$ cat src/vfs_pkg.sv
// Shared types and constants of the video frame selector.
`default_nettype none
package vfs_pkg;

  localparam int HIST_BINS  = 64;
  localparam int BIN_W      = $clog2(HIST_BINS);
  localparam int CNT_W      = 14;
  localparam logic [CNT_W-1:0] BIN_MAX = 14'd16383;

  localparam int SAMPLE_LG  = 12;  // sample target is 2^SAMPLE_LG pixels
  localparam int DIM_W      = 13;
  localparam logic [DIM_W-1:0] MAX_DIM = 13'd4096;
  localparam int POS_W      = 24;
  localparam int TOTAL_W    = 25;
  localparam int STEP_W     = TOTAL_W - SAMPLE_LG;

  localparam int TS_W       = 48;
  localparam int SEEN_W     = 32;
  localparam int KEPT_W     = 10;
  localparam int FPS_W      = 16;
  localparam int THR_W      = 16;
  localparam int SUM_W      = 20;  // 64 bins of 14 bits
  localparam int ACC_W      = 38;
  localparam int DSQ_W      = 2 * CNT_W;
  localparam int DIST_W     = 18;

  localparam int DIV_N_W    = 48;
  localparam int DIV_D_W    = 32;
  localparam int DIV_CNT_W  = $clog2(DIV_N_W);

  localparam logic [KEPT_W-1:0] DEF_LIMIT  = 10'd32;
  localparam logic [KEPT_W-1:0] DEF_TARGET = 10'd8;
  localparam logic [THR_W-1:0]  DEF_THRESH = 16'd19661;
  localparam logic [DIST_W-1:0] DIFF_CLAMP = 18'd131072;
  localparam logic [DIV_N_W-1:0] MS_PER_S  = 48'd1000;

  localparam int CFG_IDX_W  = 3;
  localparam int CFG_DATA_W = 16;
  localparam logic [CFG_IDX_W-1:0] REG_STRATEGY = 3'd0;
  localparam logic [CFG_IDX_W-1:0] REG_TARGET   = 3'd1;
  localparam logic [CFG_IDX_W-1:0] REG_LIMIT    = 3'd2;
  localparam logic [CFG_IDX_W-1:0] REG_FPS      = 3'd3;
  localparam logic [CFG_IDX_W-1:0] REG_THRESH   = 3'd4;

  localparam logic [1:0] STRAT_STRIDE = 2'd0;
  localparam logic [1:0] STRAT_TIME   = 2'd1;
  localparam logic [1:0] STRAT_SCENE  = 2'd2;
  localparam logic [1:0] STRAT_ALL    = 2'd3;

  typedef struct packed {
    logic [1:0]        strategy;
    logic [KEPT_W-1:0] target_frames;
    logic [KEPT_W-1:0] frame_limit;
    logic [FPS_W-1:0]  rate_fps;
    logic [THR_W-1:0]  change_thr;
  } cfg_t;

  typedef struct packed {
    logic             release_hist;
    logic [BIN_W-1:0] raddr;
  } hist_rd_t;

endpackage
`default_nettype wire

$ cat src/vfs_ram.sv
// Generic single write, single read RAM with registered read data.
`default_nettype none
module vfs_ram #(
  parameter int WIDTH = 8,
  parameter int DEPTH = 64
) (
  input  wire logic                     clk,
  input  wire logic                     we,
  input  wire logic [$clog2(DEPTH)-1:0] waddr,
  input  wire logic [WIDTH-1:0]         wdata,
  input  wire logic [$clog2(DEPTH)-1:0] raddr,
  output logic      [WIDTH-1:0]         rdata
);

  logic [WIDTH-1:0] mem_r [DEPTH];

  always_ff @(posedge clk) begin
    if (we) begin
      mem_r[waddr] <= wdata;
    end
    rdata <= mem_r[raddr];
  end

endmodule
`default_nettype wire

$ cat src/vfs_div.sv
// Restoring divider, one quotient bit per cycle.
`default_nettype none
module vfs_div (
  input  wire logic                        clk,
  input  wire logic                        rst_n,
  input  wire logic                        start,
  input  wire logic [vfs_pkg::DIV_N_W-1:0] dividend,
  input  wire logic [vfs_pkg::DIV_D_W-1:0] divisor,
  output logic                             busy,
  output logic                             done,
  output logic      [vfs_pkg::DIV_N_W-1:0] quotient,
  output logic      [vfs_pkg::DIV_D_W-1:0] remainder
);

  logic [vfs_pkg::DIV_N_W-1:0]   quo_r;
  logic [vfs_pkg::DIV_D_W-1:0]   rem_r;
  logic [vfs_pkg::DIV_D_W-1:0]   dvs_r;
  logic [vfs_pkg::DIV_CNT_W-1:0] cnt_r;
  logic                          busy_r;
  logic                          done_r;
  logic [vfs_pkg::DIV_D_W:0]     trial;
  logic [vfs_pkg::DIV_D_W:0]     diff;
  logic                          ge;

  assign trial = {rem_r, quo_r[vfs_pkg::DIV_N_W-1]};
  assign ge    = trial >= {1'b0, dvs_r};
  assign diff  = trial - {1'b0, dvs_r};

  always_ff @(posedge clk) begin
    if (!rst_n) begin
      busy_r <= 1'b0;
      done_r <= 1'b0;
    end else begin
      done_r <= 1'b0;
      if (start) begin
        busy_r <= 1'b1;
        cnt_r  <= '0;
        quo_r  <= dividend;
        rem_r  <= '0;
        dvs_r  <= divisor;
      end else if (busy_r) begin
        quo_r <= {quo_r[vfs_pkg::DIV_N_W-2:0], ge};
        rem_r <= ge ? diff[vfs_pkg::DIV_D_W-1:0] : trial[vfs_pkg::DIV_D_W-1:0];
        cnt_r <= cnt_r + 1'b1;
        if (cnt_r == vfs_pkg::DIV_CNT_W'(vfs_pkg::DIV_N_W - 1)) begin
          busy_r <= 1'b0;
          done_r <= 1'b1;
        end
      end
    end
  end

  assign busy      = busy_r;
  assign done      = done_r;
  assign quotient  = quo_r;
  assign remainder = rem_r;

endmodule
`default_nettype wire

$ cat src/vfs_queue.sv
// Two-entry queue of end-of-frame timestamps between front and back end.
`default_nettype none
module vfs_queue (
  input  wire logic                     clk,
  input  wire logic                     rst_n,
  input  wire logic                     push_valid,
  output logic                          push_ready,
  input  wire logic [vfs_pkg::TS_W-1:0] push_data,
  output logic                          pop_valid,
  input  wire logic                     pop_ready,
  output logic      [vfs_pkg::TS_W-1:0] pop_data
);

  logic [vfs_pkg::TS_W-1:0] mem_r [2];
  logic                     wr_ptr_r;
  logic                     rd_ptr_r;
  logic [1:0]               cnt_r;
  logic                     push;
  logic                     pop;

  assign push_ready = cnt_r != 2'd2;
  assign pop_valid  = cnt_r != 2'd0;
  assign pop_data   = mem_r[rd_ptr_r];
  assign push       = push_valid && push_ready;
  assign pop        = pop_valid && pop_ready;

  always_ff @(posedge clk) begin
    if (!rst_n) begin
      wr_ptr_r <= 1'b0;
      rd_ptr_r <= 1'b0;
      cnt_r    <= 2'd0;
    end else begin
      if (push) begin
        mem_r[wr_ptr_r] <= push_data;
        wr_ptr_r        <= ~wr_ptr_r;
      end
      if (pop) begin
        rd_ptr_r <= ~rd_ptr_r;
      end
      cnt_r <= cnt_r + {1'b0, push} - {1'b0, pop};
    end
  end

endmodule
`default_nettype wire

$ cat src/vfs_front.sv
// Front end: pixel sampling and histogram build into the current-frame RAM.
`default_nettype none
module vfs_front (
  input  wire logic                      clk,
  input  wire logic                      rst_n,
  input  wire logic                      in_valid,
  output logic                           in_ready,
  input  wire logic [7:0]                in_red,
  input  wire logic [7:0]                in_green,
  input  wire logic [7:0]                in_blue,
  input  wire logic [vfs_pkg::DIM_W-1:0] in_frame_width,
  input  wire logic [vfs_pkg::DIM_W-1:0] in_frame_height,
  input  wire logic [vfs_pkg::TS_W-1:0]  in_timestamp_ms,
  input  wire logic                      in_last_pixel,
  output logic                           desc_valid,
  input  wire logic                      desc_ready,
  output logic      [vfs_pkg::TS_W-1:0]  desc_ts,
  input  wire vfs_pkg::hist_rd_t         hist_rd,
  output logic      [vfs_pkg::CNT_W-1:0] hist_rdata
);

  logic [vfs_pkg::DIM_W-1:0]     w_c;
  logic [vfs_pkg::DIM_W-1:0]     h_c;
  logic [2*vfs_pkg::DIM_W-1:0]   prod_c;
  logic [vfs_pkg::TOTAL_W-1:0]   total_c;
  logic [vfs_pkg::STEP_W-1:0]    shifted_c;
  logic [vfs_pkg::STEP_W-1:0]    step_c;
  logic [vfs_pkg::STEP_W-1:0]    phase_inc;
  logic [vfs_pkg::POS_W-1:0]     pos_inc;
  logic [vfs_pkg::BIN_W-1:0]     bin_c;
  logic                          sample_c;
  logic                          accept;

  logic [vfs_pkg::POS_W-1:0]     pos_r;
  logic [vfs_pkg::STEP_W-1:0]    phase_r;
  logic                          hold_r;
  logic                          s1_valid_r;
  logic                          s1_last_r;
  logic [vfs_pkg::BIN_W-1:0]     s1_bin_r;
  logic [vfs_pkg::TS_W-1:0]      s1_ts_r;
  logic                          fwd_valid_r;
  logic [vfs_pkg::BIN_W-1:0]     fwd_bin_r;
  logic [vfs_pkg::CNT_W-1:0]     fwd_data_r;
  logic [vfs_pkg::HIST_BINS-1:0] cur_valid_r;
  logic                          bvalid_r;
  logic                          desc_valid_r;
  logic [vfs_pkg::TS_W-1:0]      desc_ts_r;

  logic [vfs_pkg::BIN_W-1:0]     ram_raddr;
  logic [vfs_pkg::CNT_W-1:0]     ram_rdata;
  logic [vfs_pkg::CNT_W-1:0]     old_c;
  logic [vfs_pkg::CNT_W-1:0]     new_c;

  assign w_c       = (in_frame_width > vfs_pkg::MAX_DIM) ? vfs_pkg::MAX_DIM : in_frame_width;
  assign h_c       = (in_frame_height > vfs_pkg::MAX_DIM) ? vfs_pkg::MAX_DIM : in_frame_height;
  assign prod_c    = w_c * h_c;
  assign total_c   = prod_c[vfs_pkg::TOTAL_W-1:0];
  assign shifted_c = total_c[vfs_pkg::TOTAL_W-1:vfs_pkg::SAMPLE_LG];
  assign step_c    = (shifted_c == '0) ? vfs_pkg::STEP_W'(1) : shifted_c;
  assign sample_c  = ({1'b0, pos_r} < total_c) && (phase_r == '0);
  assign bin_c     = {in_red[7:6], in_green[7:6], in_blue[7:6]};
  assign pos_inc   = pos_r + 1'b1;
  assign phase_inc = phase_r + 1'b1;

  assign in_ready  = !hold_r;
  assign accept    = in_valid && in_ready;

  // one-deep forward covers the write that lands on the same edge as the read
  assign old_c = (fwd_valid_r && fwd_bin_r == s1_bin_r) ? fwd_data_r :
                 (cur_valid_r[s1_bin_r] ? ram_rdata : '0);
  assign new_c = (old_c == vfs_pkg::BIN_MAX) ? old_c : old_c + 1'b1;

  assign ram_raddr = hold_r ? hist_rd.raddr : bin_c;

  vfs_ram #(
    .WIDTH (vfs_pkg::CNT_W),
    .DEPTH (vfs_pkg::HIST_BINS)
  ) u_cur_ram (
    .clk   (clk),
    .we    (s1_valid_r),
    .waddr (s1_bin_r),
    .wdata (new_c),
    .raddr (ram_raddr),
    .rdata (ram_rdata)
  );

  always_ff @(posedge clk) begin
    if (!rst_n) begin
      pos_r        <= '0;
      phase_r      <= '0;
      hold_r       <= 1'b0;
      s1_valid_r   <= 1'b0;
      s1_last_r    <= 1'b0;
      fwd_valid_r  <= 1'b0;
      cur_valid_r  <= '0;
      desc_valid_r <= 1'b0;
    end else begin
      s1_valid_r  <= accept && sample_c;
      s1_last_r   <= accept && in_last_pixel;
      fwd_valid_r <= s1_valid_r;
      if (accept) begin
        if (in_last_pixel) begin
          pos_r   <= '0;
          phase_r <= '0;
          hold_r  <= 1'b1;
        end else begin
          pos_r   <= pos_inc;
          // position wraps to zero, and so does the sampling phase
          phase_r <= (pos_inc == '0 || phase_inc >= step_c) ? '0 : phase_inc;
        end
      end
      if (s1_valid_r) begin
        cur_valid_r[s1_bin_r] <= 1'b1;
      end
      if (s1_last_r) begin
        desc_valid_r <= 1'b1;
      end else if (desc_ready) begin
        desc_valid_r <= 1'b0;
      end
      if (hist_rd.release_hist) begin
        hold_r      <= 1'b0;
        cur_valid_r <= '0;
      end
    end
  end

  always_ff @(posedge clk) begin
    if (accept) begin
      s1_bin_r <= bin_c;
      s1_ts_r  <= in_timestamp_ms;
    end
    fwd_bin_r  <= s1_bin_r;
    fwd_data_r <= new_c;
    bvalid_r   <= cur_valid_r[ram_raddr];
    if (s1_last_r) begin
      desc_ts_r <= s1_ts_r;
    end
  end

  assign desc_valid = desc_valid_r;
  assign desc_ts    = desc_ts_r;
  assign hist_rdata = bvalid_r ? ram_rdata : '0;

  a_desc_in_hold : assert property (@(posedge clk) disable iff (!rst_n)
    desc_valid_r |-> hold_r)
    else $error("frame word queued while front end accepts pixels");

  a_release_drained : assert property (@(posedge clk) disable iff (!rst_n)
    hist_rd.release_hist |-> (hold_r && !desc_valid_r && !s1_valid_r))
    else $error("histogram released with frame work still pending");

endmodule
`default_nettype wire

$ cat src/vfs_back.sv
// Back end: per-frame decision, scene distance sweep and result register.
`default_nettype none
module vfs_back (
  input  wire logic                       clk,
  input  wire logic                       rst_n,
  input  wire vfs_pkg::cfg_t              cfg,
  input  wire logic                       desc_valid,
  output logic                            desc_ready,
  input  wire logic [vfs_pkg::TS_W-1:0]   desc_ts,
  output vfs_pkg::hist_rd_t               hist_rd,
  input  wire logic [vfs_pkg::CNT_W-1:0]  hist_rdata,
  output logic                            out_valid,
  input  wire logic                       out_ready,
  output logic                            out_selected,
  output logic      [vfs_pkg::SEEN_W-1:0] out_frames_seen,
  output logic      [vfs_pkg::KEPT_W-1:0] out_frames_kept
);

  localparam logic [3:0] ST_IDLE   = 4'd0;
  localparam logic [3:0] ST_DECIDE = 4'd1;
  localparam logic [3:0] ST_STR_Q  = 4'd2;
  localparam logic [3:0] ST_STR_R  = 4'd3;
  localparam logic [3:0] ST_TIME   = 4'd4;
  localparam logic [3:0] ST_RD     = 4'd5;
  localparam logic [3:0] ST_DAT    = 4'd6;
  localparam logic [3:0] ST_MUL    = 4'd7;
  localparam logic [3:0] ST_BDIV   = 4'd8;
  localparam logic [3:0] ST_BWAIT  = 4'd9;
  localparam logic [3:0] ST_NORM   = 4'd10;
  localparam logic [3:0] ST_NWAIT  = 4'd11;
  localparam logic [3:0] ST_DONE   = 4'd12;

  logic [3:0]                    state_r;
  logic [vfs_pkg::SEEN_W-1:0]    seen_r;
  logic [vfs_pkg::KEPT_W-1:0]    kept_r;
  logic                          have_prev_r;
  logic [vfs_pkg::TS_W-1:0]      last_time_r;
  logic [vfs_pkg::TS_W-1:0]      ts_r;
  logic                          sel_r;
  logic [vfs_pkg::BIN_W-1:0]     idx_r;
  logic                          copy_only_r;
  logic [vfs_pkg::CNT_W-1:0]     d_r;
  logic [vfs_pkg::CNT_W:0]       s_r;
  logic [vfs_pkg::DSQ_W-1:0]     dsq_r;
  logic [vfs_pkg::SUM_W-1:0]     sa_r;
  logic [vfs_pkg::SUM_W-1:0]     sb_r;
  logic [vfs_pkg::ACC_W-1:0]     acc_r;
  logic [vfs_pkg::HIST_BINS-1:0] prev_valid_r;
  logic                          pvalid_q_r;
  logic                          out_valid_r;
  logic                          out_sel_r;
  logic [vfs_pkg::SEEN_W-1:0]    out_seen_r;
  logic [vfs_pkg::KEPT_W-1:0]    out_kept_r;

  logic [vfs_pkg::KEPT_W-1:0]    limit_c;
  logic [vfs_pkg::KEPT_W-1:0]    target_c;
  logic [vfs_pkg::KEPT_W-1:0]    target_lim_c;
  logic [vfs_pkg::THR_W-1:0]     thr_c;
  logic [vfs_pkg::CNT_W-1:0]     prev_rdata;
  logic [vfs_pkg::CNT_W-1:0]     a_c;
  logic [vfs_pkg::CNT_W-1:0]     b_c;
  logic [vfs_pkg::SUM_W-1:0]     norm_c;
  logic [vfs_pkg::KEPT_W-1:0]    interval_c;
  logic                          time_ok_c;
  logic [vfs_pkg::DIST_W-1:0]    clamp_c;
  logic                          last_bin_c;
  logic                          slot_free;
  logic                          load_out;
  logic [vfs_pkg::KEPT_W-1:0]    kept_nxt;

  logic                          div_start;
  logic [vfs_pkg::DIV_N_W-1:0]   div_n;
  logic [vfs_pkg::DIV_D_W-1:0]   div_d;
  logic                          div_busy;
  logic                          div_done;
  logic [vfs_pkg::DIV_N_W-1:0]   div_quo;
  logic [vfs_pkg::DIV_D_W-1:0]   div_rem;

  assign limit_c      = (cfg.frame_limit == '0) ? vfs_pkg::DEF_LIMIT : cfg.frame_limit;
  assign target_c     = (cfg.target_frames == '0) ? vfs_pkg::DEF_TARGET : cfg.target_frames;
  assign target_lim_c = (target_c > limit_c) ? limit_c : target_c;
  assign thr_c        = (cfg.change_thr == '0) ? vfs_pkg::DEF_THRESH
                                               : cfg.change_thr;

  assign a_c    = pvalid_q_r ? prev_rdata : '0;
  assign b_c    = hist_rdata;
  assign norm_c = (sa_r > sb_r) ? sa_r : sb_r;

  // quotient of 1000/fps fits in ten bits; a zero interval counts as one
  assign interval_c = (div_quo == '0) ? vfs_pkg::KEPT_W'(1) : div_quo[vfs_pkg::KEPT_W-1:0];
  assign time_ok_c  = !have_prev_r ||
                      ({1'b0, ts_r} >= ({1'b0, last_time_r} +
                                        (vfs_pkg::TS_W + 1)'(interval_c)));
  assign clamp_c    = (div_quo > vfs_pkg::DIV_N_W'(vfs_pkg::DIFF_CLAMP)) ?
                      vfs_pkg::DIFF_CLAMP : div_quo[vfs_pkg::DIST_W-1:0];
  assign last_bin_c = idx_r == vfs_pkg::BIN_W'(vfs_pkg::HIST_BINS - 1);

  assign slot_free  = !out_valid_r || out_ready;
  assign load_out   = (state_r == ST_DONE) && slot_free;
  assign kept_nxt   = kept_r + {{(vfs_pkg::KEPT_W-1){1'b0}}, sel_r};
  assign desc_ready = state_r == ST_IDLE;

  assign hist_rd.release_hist = load_out;
  assign hist_rd.raddr        = idx_r;

  always_comb begin
    div_start = 1'b0;
    div_n     = '0;
    div_d     = '0;
    case (state_r)
      ST_DECIDE: begin
        if (cfg.strategy == vfs_pkg::STRAT_TIME) begin
          div_n = vfs_pkg::MS_PER_S;
          div_d = vfs_pkg::DIV_D_W'(cfg.rate_fps);
          div_start = (kept_r < limit_c) && (cfg.rate_fps != '0);
        end else begin
          div_n = vfs_pkg::DIV_N_W'(seen_r);
          div_d = vfs_pkg::DIV_D_W'(cfg.target_frames);
          div_start = (cfg.strategy == vfs_pkg::STRAT_STRIDE) && (kept_r < limit_c) &&
                      (kept_r < target_lim_c) && (cfg.target_frames != '0) &&
                      (seen_r != '0) && (kept_r != '0) &&
                      (vfs_pkg::SEEN_W'(cfg.target_frames) < seen_r);
        end
      end
      ST_STR_Q: begin
        div_n     = vfs_pkg::DIV_N_W'(seen_r);
        div_d     = div_quo[vfs_pkg::DIV_D_W-1:0];
        div_start = div_done && (div_quo > vfs_pkg::DIV_N_W'(1));
      end
      ST_BDIV: begin
        div_n     = vfs_pkg::DIV_N_W'({dsq_r, 16'b0});
        div_d     = vfs_pkg::DIV_D_W'(s_r);
        div_start = s_r != '0;
      end
      ST_NORM: begin
        div_n     = vfs_pkg::DIV_N_W'(acc_r);
        div_d     = vfs_pkg::DIV_D_W'(norm_c);
        div_start = (sa_r != '0) || (sb_r != '0);
      end
      default: begin
        div_start = 1'b0;
      end
    endcase
  end

  vfs_div u_div (
    .clk       (clk),
    .rst_n     (rst_n),
    .start     (div_start),
    .dividend  (div_n),
    .divisor   (div_d),
    .busy      (div_busy),
    .done      (div_done),
    .quotient  (div_quo),
    .remainder (div_rem)
  );

  vfs_ram #(
    .WIDTH (vfs_pkg::CNT_W),
    .DEPTH (vfs_pkg::HIST_BINS)
  ) u_prev_ram (
    .clk   (clk),
    .we    (state_r == ST_DAT),
    .waddr (idx_r),
    .wdata (b_c),
    .raddr (idx_r),
    .rdata (prev_rdata)
  );

  always_ff @(posedge clk) begin
    if (!rst_n) begin
      state_r      <= ST_IDLE;
      seen_r       <= '0;
      kept_r       <= '0;
      have_prev_r  <= 1'b0;
      last_time_r  <= '0;
      prev_valid_r <= '0;
      out_valid_r  <= 1'b0;
    end else begin
      if (out_valid_r && out_ready) begin
        out_valid_r <= 1'b0;
      end
      case (state_r)
        ST_IDLE: begin
          if (desc_valid) begin
            seen_r  <= seen_r + 1'b1;
            state_r <= ST_DECIDE;
          end
        end
        ST_DECIDE: begin
          idx_r   <= '0;
          sa_r    <= '0;
          sb_r    <= '0;
          acc_r   <= '0;
          sel_r   <= 1'b1;
          state_r <= ST_DONE;
          if (kept_r >= limit_c) begin
            sel_r <= 1'b0;
          end else begin
            case (cfg.strategy)
              vfs_pkg::STRAT_STRIDE: begin
                if (kept_r >= target_lim_c) begin
                  sel_r <= 1'b0;
                end else if (div_start) begin
                  state_r <= ST_STR_Q;
                end
              end
              vfs_pkg::STRAT_TIME: begin
                if (div_start) begin
                  state_r <= ST_TIME;
                end
              end
              vfs_pkg::STRAT_SCENE: begin
                copy_only_r <= !have_prev_r;
                state_r     <= ST_RD;
              end
              default: begin
                sel_r <= 1'b1;
              end
            endcase
          end
        end
        ST_STR_Q: begin
          if (div_done) begin
            // a stride of one keeps every frame
            state_r <= div_start ? ST_STR_R : ST_DONE;
          end
        end
        ST_STR_R: begin
          if (div_done) begin
            sel_r   <= div_rem == '0;
            state_r <= ST_DONE;
          end
        end
        ST_TIME: begin
          if (div_done) begin
            sel_r <= time_ok_c;
            if (time_ok_c) begin
              last_time_r <= ts_r;
              have_prev_r <= 1'b1;
            end
            state_r <= ST_DONE;
          end
        end
        ST_RD: begin
          state_r <= ST_DAT;
        end
        ST_DAT: begin
          prev_valid_r[idx_r] <= 1'b1;
          sa_r <= sa_r + vfs_pkg::SUM_W'(a_c);
          sb_r <= sb_r + vfs_pkg::SUM_W'(b_c);
          if (copy_only_r) begin
            if (last_bin_c) begin
              have_prev_r <= 1'b1;
              sel_r       <= 1'b1;
              state_r     <= ST_DONE;
            end else begin
              idx_r   <= idx_r + 1'b1;
              state_r <= ST_RD;
            end
          end else begin
            state_r <= ST_MUL;
          end
        end
        ST_MUL: begin
          state_r <= ST_BDIV;
        end
        ST_BDIV: begin
          if (div_start) begin
            state_r <= ST_BWAIT;
          end else if (last_bin_c) begin
            state_r <= ST_NORM;
          end else begin
            idx_r   <= idx_r + 1'b1;
            state_r <= ST_RD;
          end
        end
        ST_BWAIT: begin
          if (div_done) begin
            acc_r <= acc_r + div_quo[vfs_pkg::ACC_W-1:0];
            if (last_bin_c) begin
              state_r <= ST_NORM;
            end else begin
              idx_r   <= idx_r + 1'b1;
              state_r <= ST_RD;
            end
          end
        end
        ST_NORM: begin
          if (div_start) begin
            state_r <= ST_NWAIT;
          end else begin
            // both histograms empty: distance is zero
            sel_r   <= thr_c == '0;
            state_r <= ST_DONE;
          end
        end
        ST_NWAIT: begin
          if (div_done) begin
            sel_r   <= {1'b0, clamp_c[vfs_pkg::DIST_W-1:1]} >= {2'b0, thr_c};
            state_r <= ST_DONE;
          end
        end
        ST_DONE: begin
          if (slot_free) begin
            kept_r      <= kept_nxt;
            out_valid_r <= 1'b1;
            state_r     <= ST_IDLE;
          end
        end
        default: begin
          state_r <= ST_IDLE;
        end
      endcase
    end
  end

  always_ff @(posedge clk) begin
    if (state_r == ST_IDLE && desc_valid) begin
      ts_r <= desc_ts;
    end
    if (state_r == ST_RD) begin
      pvalid_q_r <= prev_valid_r[idx_r];
    end
    if (state_r == ST_DAT) begin
      d_r <= (a_c >= b_c) ? a_c - b_c : b_c - a_c;
      s_r <= {1'b0, a_c} + {1'b0, b_c};
    end
    if (state_r == ST_MUL) begin
      dsq_r <= d_r * d_r;
    end
    if (load_out) begin
      out_sel_r  <= sel_r;
      out_seen_r <= seen_r;
      out_kept_r <= kept_nxt;
    end
  end

  assign out_valid       = out_valid_r;
  assign out_selected    = out_sel_r;
  assign out_frames_seen = out_seen_r;
  assign out_frames_kept = out_kept_r;

  a_div_idle_start : assert property (@(posedge clk) disable iff (!rst_n)
    div_start |-> !div_busy)
    else $error("divider started while busy");

  a_release_loads : assert property (@(posedge clk) disable iff (!rst_n)
    hist_rd.release_hist |=> out_valid_r)
    else $error("histogram released without a result word");

  a_kept_on_load : assert property (@(posedge clk) disable iff (!rst_n)
    !$stable(kept_r) |-> $past(load_out))
    else $error("kept count changed outside result load");

endmodule
`default_nettype wire

$ cat src/video_frame_selector.sv
// Top level of the video frame selector: config registers, front, queue, back.
//
// Pixels are taken one per clock while a frame streams in; every step-th pixel
// goes into a 64-bin color histogram held in a small RAM with a one-deep
// forward for back-to-back hits on the same bin. The word with last_pixel set
// ends the frame: the input then stalls until the back end has made its
// decision and has loaded the result register, and the histogram is cleared
// at once through per-bin valid bits, with no clearing pass. The back end's
// time is set by a shared divider: uniform stride divides at most twice, time
// interval at most once and accept all not at all, the first scene frame copies
// the histogram bin by bin, and a scene comparison sweeps both histograms bin by
// bin, dividing once per non-empty bin and once more to normalize.
// A finished result waits in the output register while the next frame's
// pixels are already being taken.
`default_nettype none
module video_frame_selector (
  input  wire logic                           clk,
  input  wire logic                           rst_n,
  input  wire logic                           in_valid,
  output logic                                in_ready,
  input  wire logic [7:0]                     in_red,
  input  wire logic [7:0]                     in_green,
  input  wire logic [7:0]                     in_blue,
  input  wire logic [vfs_pkg::DIM_W-1:0]      in_frame_width,
  input  wire logic [vfs_pkg::DIM_W-1:0]      in_frame_height,
  input  wire logic [vfs_pkg::TS_W-1:0]       in_timestamp_ms,
  input  wire logic                           in_last_pixel,
  output logic                                out_valid,
  input  wire logic                           out_ready,
  output logic                                out_selected,
  output logic      [vfs_pkg::SEEN_W-1:0]     out_frames_seen,
  output logic      [vfs_pkg::KEPT_W-1:0]     out_frames_kept,
  input  wire logic                           cfg_valid,
  output logic                                cfg_ready,
  input  wire logic [vfs_pkg::CFG_IDX_W-1:0]  cfg_index,
  input  wire logic [vfs_pkg::CFG_DATA_W-1:0] cfg_data
);

  vfs_pkg::cfg_t             cfg_r;
  vfs_pkg::hist_rd_t         hist_rd;
  logic [vfs_pkg::CNT_W-1:0] hist_rdata;
  logic                      fq_valid;
  logic                      fq_ready;
  logic [vfs_pkg::TS_W-1:0]  fq_ts;
  logic                      qb_valid;
  logic                      qb_ready;
  logic [vfs_pkg::TS_W-1:0]  qb_ts;

  assign cfg_ready = 1'b1;

  always_ff @(posedge clk) begin
    if (!rst_n) begin
      cfg_r.strategy      <= vfs_pkg::STRAT_STRIDE;
      cfg_r.target_frames <= '0;
      cfg_r.frame_limit   <= vfs_pkg::DEF_LIMIT;
      cfg_r.rate_fps      <= '0;
      cfg_r.change_thr    <= vfs_pkg::DEF_THRESH;
    end else if (cfg_valid) begin
      case (cfg_index)
        vfs_pkg::REG_STRATEGY: cfg_r.strategy      <= cfg_data[1:0];
        vfs_pkg::REG_TARGET:   cfg_r.target_frames <= cfg_data[vfs_pkg::KEPT_W-1:0];
        vfs_pkg::REG_LIMIT:    cfg_r.frame_limit   <= cfg_data[vfs_pkg::KEPT_W-1:0];
        vfs_pkg::REG_FPS:      cfg_r.rate_fps      <= cfg_data;
        vfs_pkg::REG_THRESH:   cfg_r.change_thr    <= cfg_data;
        default: begin
        end
      endcase
    end
  end

  vfs_front u_front (
    .clk             (clk),
    .rst_n           (rst_n),
    .in_valid        (in_valid),
    .in_ready        (in_ready),
    .in_red          (in_red),
    .in_green        (in_green),
    .in_blue         (in_blue),
    .in_frame_width  (in_frame_width),
    .in_frame_height (in_frame_height),
    .in_timestamp_ms (in_timestamp_ms),
    .in_last_pixel   (in_last_pixel),
    .desc_valid      (fq_valid),
    .desc_ready      (fq_ready),
    .desc_ts         (fq_ts),
    .hist_rd         (hist_rd),
    .hist_rdata      (hist_rdata)
  );

  vfs_queue u_queue (
    .clk        (clk),
    .rst_n      (rst_n),
    .push_valid (fq_valid),
    .push_ready (fq_ready),
    .push_data  (fq_ts),
    .pop_valid  (qb_valid),
    .pop_ready  (qb_ready),
    .pop_data   (qb_ts)
  );

  vfs_back u_back (
    .clk             (clk),
    .rst_n           (rst_n),
    .cfg             (cfg_r),
    .desc_valid      (qb_valid),
    .desc_ready      (qb_ready),
    .desc_ts         (qb_ts),
    .hist_rd         (hist_rd),
    .hist_rdata      (hist_rdata),
    .out_valid       (out_valid),
    .out_ready       (out_ready),
    .out_selected    (out_selected),
    .out_frames_seen (out_frames_seen),
    .out_frames_kept (out_frames_kept)
  );

endmodule
`default_nettype wire

$ cat config.mk
export PLATFORM = sky130hd
export DESIGN_NAME = video_frame_selector
export DESIGN_NICKNAME = d
export VERILOG_FILES = /design/src/vfs_pkg.sv /design/src/vfs_ram.sv /design/src/vfs_div.sv /design/src/vfs_queue.sv /design/src/vfs_front.sv /design/src/vfs_back.sv /design/src/video_frame_selector.sv
export SDC_FILE = /design/constraint.sdc
export NUM_CORES = 2
export LEC_CHECK = 0
export BUFFER_PORTS_ARGS = -buffer_cell sky130_fd_sc_hd__buf_2
export CAP_MARGIN = 10
export CELL_PAD_IN_SITES_DETAIL_PLACEMENT = 0
export CELL_PAD_IN_SITES_GLOBAL_PLACEMENT = 1
export CORE_ASPECT_RATIO = 0.5
export CORE_MARGIN = 1
export CORE_UTILIZATION = 55
export CTS_BUF_LIST = sky130_fd_sc_hd__clkbuf_4
export DETAILED_ROUTE_END_ITERATION = 6
export HOLD_SLACK_MARGIN = 0.05
export PLACE_DENSITY_LB_ADDON = 0.1
export SLEW_MARGIN = 40
export SYNTH_ARGS = -nofsm -noshare
export SYNTH_HDL_FRONTEND = slang
export SYNTH_HIERARCHICAL = 1
export SYNTH_SLANG_ARGS = --single-unit
export TNS_END_PERCENT = 10
$ cat constraint.sdc
create_clock -name clk -period 18.9 [get_ports clk]
set_input_delay 1.89 -clock clk [delete_from_list [all_inputs] [get_ports clk]]
set_output_delay 1.89 -clock clk [all_outputs]
set_load 0.1 [all_outputs]
==> flow_summary.json <==
{
  "min_path_type": "flop to flop",
  "nFillCells": 18199,
  "drv_cap": 0,
  "relSlewSlack_pct": 38.5,
  "min_delay_path_depth": 0,
  "die_y_microns": 346,
  "reg2reg_depth": 31,
  "synth_top_area_share_pct": 53.9,
  "cts_max_level": 6,
  "min_period_ns": 9.78,
  "hold_start": "u_front/s1_ts_r[8]$_DFFE_PP_",
  "crit_type": "input pin to flop",
  "grt_max_degree": 183,
  "cts_setup_buffers": 0,
  "synth_top_flop_cell": "edfxtp_1",
  "r2r_slack_ns": 11.76,
  "start_kind": "input pin",
  "numPortBuffers": 149,
  "remaining_drc_errors": 0,
  "core_area_sq_um": 234000,
  "grt_pass1_wl_mm": 485,
  "grt_pass1_vias": 78745,
  "rows": 125,
  "ys_types": 114,
  "fmax_ghz": 0.102,
  "layout-drive-gt1-share_pct": 21.2,
  "cts_buffer_depth": 4,
  "hpwl_mm": 202,
  "fin_skew_ns": 0.165,
  "pin_count": 169,
  "hold_buffers": 0,
  "synthArstFlopShare_pct": 0,
  "synth_commonest_cells": "edfxtp_1, nor2_1, nand2_1",
  "synth.area.top_cells": "edfxtp_1, mux4_2, dfxtp_1, ha_1, fa_1",
  "clkSinkCount": 2717,
  "grt.total_usage_pct": 26.5,
  "numCtsBuffers": 612,
  "start_util_pct": 55.7,
  "syn_avg_cell_area_sq_um": 14.2,
  "synthesis.instances": 9189,
  "finalCritPeriodShare_pct": 51.7,
  "cp_data_arrival_time_ns": 10.97,
  "r2r_start": "u_back/u_div/quotient[24]$_DFFE_PP_",
  "power.total_w": 0.0168,
  "first_iter_violations": 7229,
  "dieArea_sq_um": 239000,
  "antenna_found_initial": 26,
  "powerDensity_nw_per_um2": 117,
  "die_w_microns": 690,
  "synth-seq-cells": 2717,
  "cp_max_fo": 21,
  "cts_tree": "built",
  "required_ns": 20.10,
  "wl_per_cell_microns": 24.2,
  "vdd_drop_max_v": 0.000150,
  "fin_ws_ns": 9.12,
  "worst_skew_pair.late_latency_ns": 1.34,
  "tightest_slew_ns": 0.913,
  "synth_edf_count": 2341,
  "cpMaxStageDelayCell": "inv_1",
  "routed_via_density": 5.98,
  "grt_setup_unrepaired": "no",
  "leakage_nw": 52.0,
  "cts-resized-gates": 0,
  "vias": 79278,
  "syn2layout_area_growth_pct": 9.77,
  "gp_congestion": 0.866,
  "reg2reg_to": "u_back/last_time_r[21]$_SDFFE_PN0P_",
  "nets": 10527,
  "pre_cts_slack_ns": 7.93,
  "antenna_left": 0,
  "crit_start": "in_frame_width[12]",
  "drv_slew": 0,
  "clk_pin_slew_ns": 0.08,
  "yosysMostFrequentCell": "edfxtp_1",
  "worstSetupEndpoint": "u_front/phase_r[3]$_SDFFE_PN0P_",
  "end_kind": "flop",
  "grt_overflow_total": 0,
  "critPathMaxStageDelay_ns": 0.56,
  "finalSetupTns_ns": 0,
  "root_buffer": "clkbuf_4",
  "setup_violations": 0,
  "drt_pass1_iterations": 7,
  "yosysWarnings": 6,
  "synth_area_sq_um": 130000,
  "outcome": "finished clean",
  "ys_seq_area_share_pct": 59.7,
  "drt-total-wl_mm": 320,
  "hold_viol": 0,
  "yosysTopAreaCell": "edfxtp_1"
}
-- worst min path at each step --
stage	to	slack, ns
after floorplan	u_front/fwd_bin_r[1]$_DFF_P_	0.36
after global placement	u_front/desc_ts[36]$_DFFE_PP_	0.40
after detailed placement	u_front/desc_ts[9]$_DFFE_PP_	0.40
after CTS	u_front/desc_ts[5]$_DFFE_PP_	0.39
after global routing	u_front/desc_ts[8]$_DFFE_PP_	0.38
final	u_front/desc_ts[8]$_DFFE_PP_	0.35
-- through the flow --
step | instance area [sq um] | std cells | hold WS [ns] | util, %
after CTS | 143000 | 13229 | 0.391 | 61.1
after floorplan | 130000 | 9192 | 0.363 | -
after global routing | 143000 | 13240 | 0.383 | 61.2
final | 143000 | 13247 | 0.351 | 61.2
after detailed placement | 135000 | 12169 | 0.405 | 57.7
after global placement | 134000 | 12166 | 0.402 | 57.5
-- worst max-delay path, delay by kind of cell --
family,cells,cell delay [ns]
compound gates,14,2.97
fa+ha+maj,7,2.79
simple gates,7,1.67
buf+inv,7,1.33
xor+xnor,1,0.28
-- where the power goes --
part	switching (W)	leakage, nW	total [W]	internal [W]
registers	0.000176	24.5	0.00713	0.00696
logic	0.00293	22.8	0.00492	0.00199
clock network	0.00232	4.70	0.00473	0.00240
total	0.00543	52.0	0.0168	0.0113
-- layout make-up --
type	instances	area [sq um]	area share [%]
Inverter	500	1900	1.33
Clock inverter	137	920	0.643
Sequential cell	2717	77800	54.4
Clock buffer	923	6930	4.84
Timing Repair Buffer	328	2300	1.61
Tap cell	3111	3890	2.72
Multi-Input combinational cell	5521	49200	34.4
Antenna cell	10	25.0	0.0175
-- cells by family (layout without fill, tap and decap cells) --
| kind of cell | Yosys count | count (layout) | share of synthesized area [%] |
|---|---|---|---|
| AOI/OAI and AO/OA | 1300 | 1300 | 6.55 |
| muxes | 885 | 885 | 11.5 |
| DFF | 2717 | 2717 | 59.7 |
| and+or+nand+nor | 2320 | 2320 | 8.70 |
| adders and majority gates | 724 | 724 | 8.36 |
| other | 2 | 15 | 0.00576 |
| xor gates and xnor gates | 287 | 287 | 1.93 |
| buffers and inverters | 954 | 1888 | 3.22 |
-- sequential cells by signal (all words and copies together), names as in the netlist, 38 cells and up, named ones only --
signal	flops
u_back/acc_r	38
u_front/u_cur_ram/mem_r	896
u_back/u_div/quotient	48
u_back/u_prev_ram/mem_r	896
u_back/last_time_r	48
u_front/s1_ts_r	48
u_back/prev_valid_r	64
u_front/cur_valid_r	64
u_back/ts_r	48
u_front/desc_ts	48
cfg_r	54
u_queue/mem_r	96
-- placed cells by master, fill, tap and decap left out, types with 76 or more instances in the layout --
cell type,n
nor2b_1,165
xnor2_1,188
nand2_1,602
nand4_1,83
a21o_1,98
and2_1,133
buf_2,148
nor2_4,84
inv_1,494
xor2_1,94
buf_4,158
mux2_2,140
a21oi_1,370
nor2_1,577
nand2b_1,78
edfxtp_1,2341
o21ai_0,232
and3_1,113
nor3_1,76
fa_1,245
clkbuf_4,923
dfxtp_1,374
nand3_1,135
mux2i_1,255
ha_1,479
clkinv_1,87
mux4_2,455
-- per-layer routing --
layer  vias to the layer above  routed length, microns  global-route usage, %
met5                         -                     142                      0
met4                        20                    8070                   7.39
met3                       537                   23800                   5.19
met2                      2863                  143000                   40.0
met1                     39963                  145000                   39.7
li1                      35895                       -                      -
No activity file was read; power rests on OpenSTA's default activity.
